**src/hw/rtl/mp4bw_pkg.sv**
```systemverilog
// Package for the MP4 box walker: box names, phase, step and status codes.
// No dependencies.
`default_nettype none
package mp4bw_pkg;

  localparam logic [31:0] NAME_FTYP = 32'h6674_7970;
  localparam logic [31:0] NAME_MOOV = 32'h6D6F_6F76;
  localparam logic [31:0] NAME_MVHD = 32'h6D76_6864;
  localparam logic [3:0]  NAME_BYTES = 4'd4;

  // search step
  localparam logic [1:0] STEP_FTYP = 2'd0;
  localparam logic [1:0] STEP_MOOV = 2'd1;
  localparam logic [1:0] STEP_MVHD = 2'd2;
  localparam logic [1:0] STEP_DONE = 2'd3;

  // field phase
  localparam logic [2:0] PH_SIZE    = 3'd0;
  localparam logic [2:0] PH_EXTSIZE = 3'd1;
  localparam logic [2:0] PH_NAME    = 3'd2;
  localparam logic [2:0] PH_SKIP    = 3'd3;
  localparam logic [2:0] PH_VERSION = 3'd4;
  localparam logic [2:0] PH_FLAGS   = 3'd5;
  localparam logic [2:0] PH_TIME    = 3'd6;

  // result status
  localparam logic [1:0] ST_TIME  = 2'd0;
  localparam logic [1:0] ST_SMALL = 2'd1;
  localparam logic [1:0] ST_EARLY = 2'd2;

  localparam int unsigned TDATA_W = 72;

endpackage
`default_nettype wire

```
**src/hw/rtl/mp4_box_walk_creation_time.sv**
```systemverilog
// MP4 box walker: extracts the mvhd creation time from a byte stream.
// Depends on mp4bw_pkg.
// A result is in the output register in the cycle after the byte that completes it.
// Throughput: one byte per cycle; bytes are taken while a result waits if it drains that cycle.
// The rate is set by the combinational header update (64-bit shift, compare, subtract).
// Reset (rst, synchronous): walker back to seeking ftyp, output register empty.
`default_nettype none
module mp4_box_walk_creation_time (
  input  wire logic        clk,
  input  wire logic        rst,
  input  wire logic        s_axis_tvalid,
  output logic             s_axis_tready,
  input  wire logic [7:0]  s_axis_tdata,   // data_byte
  input  wire logic        s_axis_tlast,   // last_byte
  output logic             m_axis_tvalid,
  input  wire logic        m_axis_tready,
  output logic [mp4bw_pkg::TDATA_W-1:0] m_axis_tdata, // header_version[7:0], creation_time[71:8]
  output logic [1:0]       m_axis_tuser    // status
);

  logic [1:0]  search_step, search_step_next;
  logic [2:0]  field_phase, field_phase_next;
  logic [3:0]  byte_count, byte_count_next;
  logic [63:0] box_size, box_size_next;
  logic [31:0] box_name, box_name_next;
  logic [63:0] skip_remaining, skip_remaining_next;
  logic [7:0]  version_seen, version_seen_next;
  logic [63:0] time_accumulator, time_accumulator_next;

  logic        res_valid;
  logic [1:0]  res_status;
  logic [7:0]  res_version;
  logic [63:0] res_time;

  logic        take;
  logic [3:0]  bc_inc;
  logic [63:0] size_in;
  logic [63:0] size_shift;
  logic [63:0] size_sub;
  logic [31:0] name_shift;
  logic [63:0] skip_dec;

  assign s_axis_tready = !m_axis_tvalid || m_axis_tready;
  assign take = s_axis_tvalid && s_axis_tready;

  always_comb begin
    size_in = box_size;
    if (field_phase != mp4bw_pkg::PH_EXTSIZE && (field_phase != mp4bw_pkg::PH_SIZE ||
        byte_count == 4'd0)) begin
      size_in = '0;
    end
    size_shift = {size_in[55:0], s_axis_tdata};
    size_sub   = size_shift - ((field_phase == mp4bw_pkg::PH_EXTSIZE) ? 64'd16 : 64'd8);
    name_shift = {box_name[23:0], s_axis_tdata};
    skip_dec   = (skip_remaining != 64'd0) ? skip_remaining - 64'd1 : skip_remaining;
    bc_inc     = byte_count + 4'd1;
  end

  always_comb begin
    search_step_next      = search_step;
    field_phase_next      = field_phase;
    byte_count_next       = byte_count;
    box_size_next         = box_size;
    box_name_next         = box_name;
    skip_remaining_next   = skip_remaining;
    version_seen_next     = version_seen;
    time_accumulator_next = time_accumulator;
    res_valid   = 1'b0;
    res_status  = mp4bw_pkg::ST_TIME;
    res_version = '0;
    res_time    = '0;

    if (search_step != mp4bw_pkg::STEP_DONE) begin
      case (field_phase)
        mp4bw_pkg::PH_EXTSIZE: begin
          box_size_next   = size_shift;
          byte_count_next = bc_inc;
          if (bc_inc >= 4'd8) begin
            byte_count_next = '0;
            if (size_shift < 64'd16) begin
              res_valid  = 1'b1;
              res_status = mp4bw_pkg::ST_SMALL;
            end else begin
              skip_remaining_next = size_sub;
              box_name_next       = '0;
              field_phase_next    = mp4bw_pkg::PH_NAME;
            end
          end
        end
        mp4bw_pkg::PH_NAME: begin
          box_name_next   = name_shift;
          byte_count_next = bc_inc;
          if (bc_inc >= mp4bw_pkg::NAME_BYTES) begin
            byte_count_next  = '0;
            field_phase_next = (skip_remaining == 64'd0) ? mp4bw_pkg::PH_SIZE
                                                         : mp4bw_pkg::PH_SKIP;
            if (search_step == mp4bw_pkg::STEP_FTYP) begin
              if (name_shift == mp4bw_pkg::NAME_FTYP) begin
                search_step_next = mp4bw_pkg::STEP_MOOV;
              end
            end else if (search_step == mp4bw_pkg::STEP_MOOV) begin
              if (name_shift == mp4bw_pkg::NAME_MOOV) begin
                search_step_next    = mp4bw_pkg::STEP_MVHD;
                skip_remaining_next = '0;
                field_phase_next    = mp4bw_pkg::PH_SIZE;
              end
            end else if (name_shift == mp4bw_pkg::NAME_MVHD) begin
              field_phase_next = mp4bw_pkg::PH_VERSION;
            end
          end
        end
        mp4bw_pkg::PH_SKIP: begin
          skip_remaining_next = skip_dec;
          if (skip_dec == 64'd0) begin
            field_phase_next = mp4bw_pkg::PH_SIZE;
          end
        end
        mp4bw_pkg::PH_VERSION: begin
          version_seen_next = s_axis_tdata;
          byte_count_next   = '0;
          field_phase_next  = mp4bw_pkg::PH_FLAGS;
        end
        mp4bw_pkg::PH_FLAGS: begin
          byte_count_next = bc_inc;
          if (bc_inc >= 4'd3) begin
            byte_count_next       = '0;
            time_accumulator_next = '0;
            field_phase_next      = mp4bw_pkg::PH_TIME;
          end
        end
        mp4bw_pkg::PH_TIME: begin
          time_accumulator_next = {time_accumulator[55:0], s_axis_tdata};
          byte_count_next       = bc_inc;
          if (bc_inc >= ((version_seen == 8'd1) ? 4'd8 : 4'd4)) begin
            byte_count_next = '0;
            res_valid   = 1'b1;
            res_status  = mp4bw_pkg::ST_TIME;
            res_version = version_seen;
            res_time    = time_accumulator_next;
          end
        end
        default: begin
          // size field; an unknown phase code restarts the header
          field_phase_next = mp4bw_pkg::PH_SIZE;
          box_size_next    = size_shift;
          byte_count_next  = (field_phase != mp4bw_pkg::PH_SIZE) ? 4'd1 : bc_inc;
          if (byte_count_next >= 4'd4) begin
            byte_count_next = '0;
            if (size_shift == 64'd1) begin
              box_size_next    = '0;
              field_phase_next = mp4bw_pkg::PH_EXTSIZE;
            end else if (size_shift < 64'd8) begin
              res_valid  = 1'b1;
              res_status = mp4bw_pkg::ST_SMALL;
            end else begin
              skip_remaining_next = size_sub;
              box_name_next       = '0;
              field_phase_next    = mp4bw_pkg::PH_NAME;
            end
          end
        end
      endcase
      if (!res_valid && s_axis_tlast) begin
        res_valid  = 1'b1;
        res_status = mp4bw_pkg::ST_EARLY;
      end
      if (res_valid) begin
        search_step_next = mp4bw_pkg::STEP_DONE;
      end
    end

    if (s_axis_tlast) begin
      search_step_next      = mp4bw_pkg::STEP_FTYP;
      field_phase_next      = mp4bw_pkg::PH_SIZE;
      byte_count_next       = '0;
      box_size_next         = '0;
      box_name_next         = '0;
      skip_remaining_next   = '0;
      version_seen_next     = '0;
      time_accumulator_next = '0;
    end
  end

  always_ff @(posedge clk) begin
    if (rst) begin
      search_step      <= mp4bw_pkg::STEP_FTYP;
      field_phase      <= mp4bw_pkg::PH_SIZE;
      byte_count       <= '0;
      box_size         <= '0;
      box_name         <= '0;
      skip_remaining   <= '0;
      version_seen     <= '0;
      time_accumulator <= '0;
    end else if (take) begin
      search_step      <= search_step_next;
      field_phase      <= field_phase_next;
      byte_count       <= byte_count_next;
      box_size         <= box_size_next;
      box_name         <= box_name_next;
      skip_remaining   <= skip_remaining_next;
      version_seen     <= version_seen_next;
      time_accumulator <= time_accumulator_next;
    end
  end

  // output register
  always_ff @(posedge clk) begin
    if (rst) begin
      m_axis_tvalid <= 1'b0;
    end else if (take && res_valid) begin
      m_axis_tvalid <= 1'b1;
    end else if (m_axis_tready) begin
      m_axis_tvalid <= 1'b0;
    end
  end

  always_ff @(posedge clk) begin
    if (take && res_valid) begin
      m_axis_tdata <= {res_time, res_version};
      m_axis_tuser <= res_status;
    end
  end

endmodule
`default_nettype wire

```
**config.mk**
```make
export PLATFORM = sky130hd
export DESIGN_NAME = mp4_box_walk_creation_time
export DESIGN_NICKNAME = d
export VERILOG_FILES = /design/src/hw/rtl/mp4bw_pkg.sv /design/src/hw/rtl/mp4_box_walk_creation_time.sv
export SDC_FILE = /design/constraint.sdc
export NUM_CORES = 1
export LEC_CHECK = 0
export ABC_AREA = 0
export BUFFER_PORTS_ARGS = -buffer_cell sky130_fd_sc_hd__buf_4
export CAP_MARGIN = 20
export CORE_MARGIN = 4
export CORE_UTILIZATION = 60
export CTS_BUF_LIST = sky130_fd_sc_hd__clkbuf_4
export DETAILED_ROUTE_END_ITERATION = 12
export PLACE_DENSITY = 0.82
export SLEW_MARGIN = 20
export SYNTH_ARGS = -nofsm -noshare
export SYNTH_HDL_FRONTEND = slang
export SYNTH_SLANG_ARGS = --single-unit
```
**constraint.sdc**
```tcl
create_clock -name clk -period 14.8 [get_ports clk]
set_input_delay 0.74 -clock clk [delete_from_list [all_inputs] [get_ports clk]]
set_output_delay 0.74 -clock clk [all_outputs]
set_load 0.01 [all_outputs]
```
==> results.json <==
{
  "fin_tns_setup_ps": 0,
  "synth_flop_cell": "dfxtp_1",
  "dp_hpwl_microns": 36300,
  "drive_gt1_share_pct": 13.0,
  "drtIter0Drc": 2090,
  "sw_frac_of_total_pct": 32.1,
  "antenna_found_initial": 2,
  "die_w_microns": 169,
  "vias": 15900,
  "cp_slowest_cell": "nor4_2",
  "hold_buffers": 0,
  "synth_top_family_by_area": "simple AND/OR/NAND/NOR gates",
  "critPathMostFrequentCell": "nand4_1",
  "wire_per_inst_microns": 22.5,
  "place_inst": 2245,
  "grt_pass1_vias": 14900,
  "internal-power_w": 0.00127,
  "yosysSeqAreaShare_pct": 42.2,
  "htreeDepth": 3,
  "cp_num_buf_inv": 0,
  "critical_path_class": "reg -> reg",
  "worstPathMaxFanout": 8,
  "status": "finished, final reports clean",
  "yosysMostFrequentCell": "dfxtp_1",
  "max_freq_mhz": 219,
  "ys.warnings.count": 0,
  "cts-root-buf": "clkbuf_4",
  "switchingPower_w": 0.000597,
  "end_kind": "flop",
  "p_clk_share_pct": 37.1,
  "finalCritPeriodShare_pct": 30.8,
  "die_height_microns": 169,
  "syn_nets": 1964,
  "antenna_left": 0,
  "synth_top_cells_by_count": "dfxtp_1, nand2_1, a21oi_1",
  "cts_setup_buffers": 0,
  "final-instance-count-excl-fill": 2378,
  "wl_microns": 53500,
  "syn_inst": 1942,
  "worstMarginPinSlew_ps": 1100,
  "syn_area_sq_um": 15600,
  "fillers": 2088,
  "post_drt_via_cell_ratio": 6.69,
  "ys_top_cells_by_area": "dfxtp_1, edfxtp_1, a21oi_1",
  "layout.area.seq_sq_um": 6590,
  "min-delay-start": "s_axis_tdata[3]",
  "overflow": 0,
  "setup.worst_path.start_class": "flop",
  "hp-class": "in -> reg",
  "synth-edff-count": 74,
  "cts_resized": 0,
  "cp-startpoint": "skip_remaining[9]",
  "seqPwrFrac_pct": 45.0,
  "synthAdderAreaFrac_pct": 0.769,
  "synthSimpleGateAreaFrac_pct": 28.5,
  "initial_core_util_pct": 61.5,
  "slew_headroom_pct": 26.6,
  "r2r-start": "skip_remaining[9]",
  "rsz0062_at_grt": "false",
  "cpPeakStageDelay_ps": 940,
  "maxCapViolations": 0,
  "num_io_pins": 89,
  "period_needed_ps": 4560,
  "critPathTopFamily": "simple AND/OR/NAND/NOR gates",
  "clk_pin_slew_ps": 80,
  "postSynthAreaPerCell_sq_um": 8.04,
  "yosysTopAreaCell": "dfxtp_1",
  "final-max-slew-violation-count": 0,
  "numCtsBuffers": 75,
  "vdd_ir_drop_max_v": 0.0000662,
  "crit_chain": "nor3_1 > nand4_1 > nor4_2 > nand4_4 > xnor2_1 > or4_1 > a2111oi_2 > nand4_1 > nand2_1 > mux2_1",
  "multi_input_area_sq_um": 8470,
  "final_nets": 2015,
  "globalplace.congestion": 1.01,
  "core_area_sq_um": 25400,
  "ys_ff_latch": 292,
  "clock_latency_ps": 730,
  "ys_types": 79,
  "gr-usage-all-layers_pct": 36.0,
  "leakagePower_nw": 6.36,
  "muxShareOfSynthArea_pct": 1.10,
  "tritoncts": "done",
  "critPathArrivalTime_ps": 5170,
  "grt_first_pass_wirelength_microns": 82400,
  "finClkSkew_ps": 44.0,
  "dieArea_sq_um": 28700,
  "clk_path_buf_depth": 3,
  "combPwrFrac_pct": 17.9,
  "rows": 58,
  "cts.sinks": 292,
  "synth-compound-area-share_pct": 20.5,
  "syn_to_final_growth_pct": 11.1,
  "synth_xor_area_share_pct": 2.97,
  "drc": 0,
  "grt_start_max_net_pins": 87,
  "worstPathRequired_ps": 15410,
  "io_buffers": 88,
  "firstDrtPassIters": 7,
  "p_per_area_nw_per_um2": 107,
  "setup_viol": 0,
  "hold_viol_final": 0,
  "synthArstFlopShare_pct": 0,
  "yosysTopAreaCellShare_pct": 27.9
}
[logic make-up (layout without fill, tap and decap cells)]
group / after synthesis / after routing
simple gates: 894 / 894
compound gates: 515 / 515
flops: 292 / 292
buf+inv: 162 / 266
xor+xnor: 53 / 53
mux: 17 / 17
fa+ha+maj: 9 / 9
other cells: 0 / 2
[worst reg2reg max path: stages, from the launching register on]
cell and delay [ps]:
dfxtp_1 380, nor3_1 660, nand4_1 510, nor4_2 940
nand4_4 230, xnor2_1 180, or4_1 490, a2111oi_2 370
nand4_1 210, nand2_1 160, mux2_1 340
[final cells by class]
class | instances | area share [%]
clock buffers | 109 | 4.72
repair buffers | 113 | 4.98
inverters | 23 | 0.497
clock inverters | 21 | 0.620
well taps | 330 | 2.38
diodes | 2 | 0.0288
flip-flops and latches | 292 | 38.0
multi-input cells | 1488 | 48.8
[final timing paths]
path,slack (ps),cells after the start,end
min,400,2,m_axis_tdata[11]
max reg2reg,10240,10,field_phase[1]
max,10240,10,field_phase[1]
min reg2reg,450,2,time_accumulator[54]
[routing by layer]
layer / global-route usage, % / routed length, microns / vias up
met3: 5.68 / 5220 / 252
li1: - / - / 7215
met4: 25.8 / 4290 / 0
met2: 56.6 / 24100 / 1013
met5: 0 / 0 / -
met1: 45.2 / 19900 / 7423
[cells in the final DEF, fill, tap and decap left out, types with 7 or more instances in the layout]
| master | count |
|---|---|
| a211oi_1 | 13 |
| a21oi_1 | 206 |
| a22oi_1 | 58 |
| a31oi_1 | 17 |
| and2_1 | 79 |
| and3_1 | 14 |
| buf_4 | 111 |
| clkbuf_4 | 109 |
| clkinv_1 | 13 |
| dfxtp_1 | 218 |
| edfxtp_1 | 74 |
| ha_1 | 8 |
| inv_1 | 22 |
| mux2i_1 | 16 |
| nand2_1 | 216 |
| nand2b_1 | 17 |
| nand3_1 | 120 |
| nand3b_1 | 10 |
| nand4_1 | 20 |
| nand4b_1 | 8 |
| nor2_1 | 201 |
| nor2b_1 | 15 |
| nor3_1 | 69 |
| nor4_1 | 39 |
| o211ai_1 | 15 |
| o21ai_0 | 90 |
| o22ai_1 | 12 |
| o31ai_1 | 13 |
| o32ai_1 | 7 |
| or2_2 | 10 |
| or3_1 | 25 |
| or4_1 | 20 |
| xnor2_1 | 26 |
| xor2_1 | 27 |
[per-stage QoR]
| stage | power [W] | util (%) | instance area (sq um) | hold WS (ps) | setup WS [ps] |
|---|---|---|---|---|---|
| floorplan | 0.00108 | - | 15600 | 427 | 8460 |
| global route | 0.00194 | 68.3 | 17400 | 365 | 9910 |
| finish | 0.00186 | 68.3 | 17400 | 399 | 10240 |
| CTS | 0.00186 | 68.2 | 17300 | 358 | 10310 |
| global placement | 0.00118 | 64.6 | 16400 | 435 | 10440 |
| detailed placement | 0.00118 | 64.6 | 16400 | 441 | 10320 |
[state kept, by name, indices dropped and copies added (netlist names), 2 cells and up]
signal,count
box_name,24
box_size,56
byte_count,4
field_phase,3
m_axis_tdata,72
m_axis_tuser,2
search_step,2
skip_remaining,64
time_accumulator,56
version_seen,8
[power by group through the flow]
| stage | sequential, W | combinational (W) | clock [W] |
|---|---|---|---|
| 2_1_floorplan | 0.000854 | 0.000221 | 0 |
| 3_3_place_gp | 0.000855 | 0.000323 | 0 |
| 3_5_place_dp | 0.000856 | 0.000322 | 0 |
| 4_1_cts | 0.000838 | 0.000323 | 0.000696 |
| 5_1_grt | 0.000839 | 0.000355 | 0.000742 |
| 6_report | 0.000839 | 0.000334 | 0.000690 |
(Power assumes the default switching activity.)
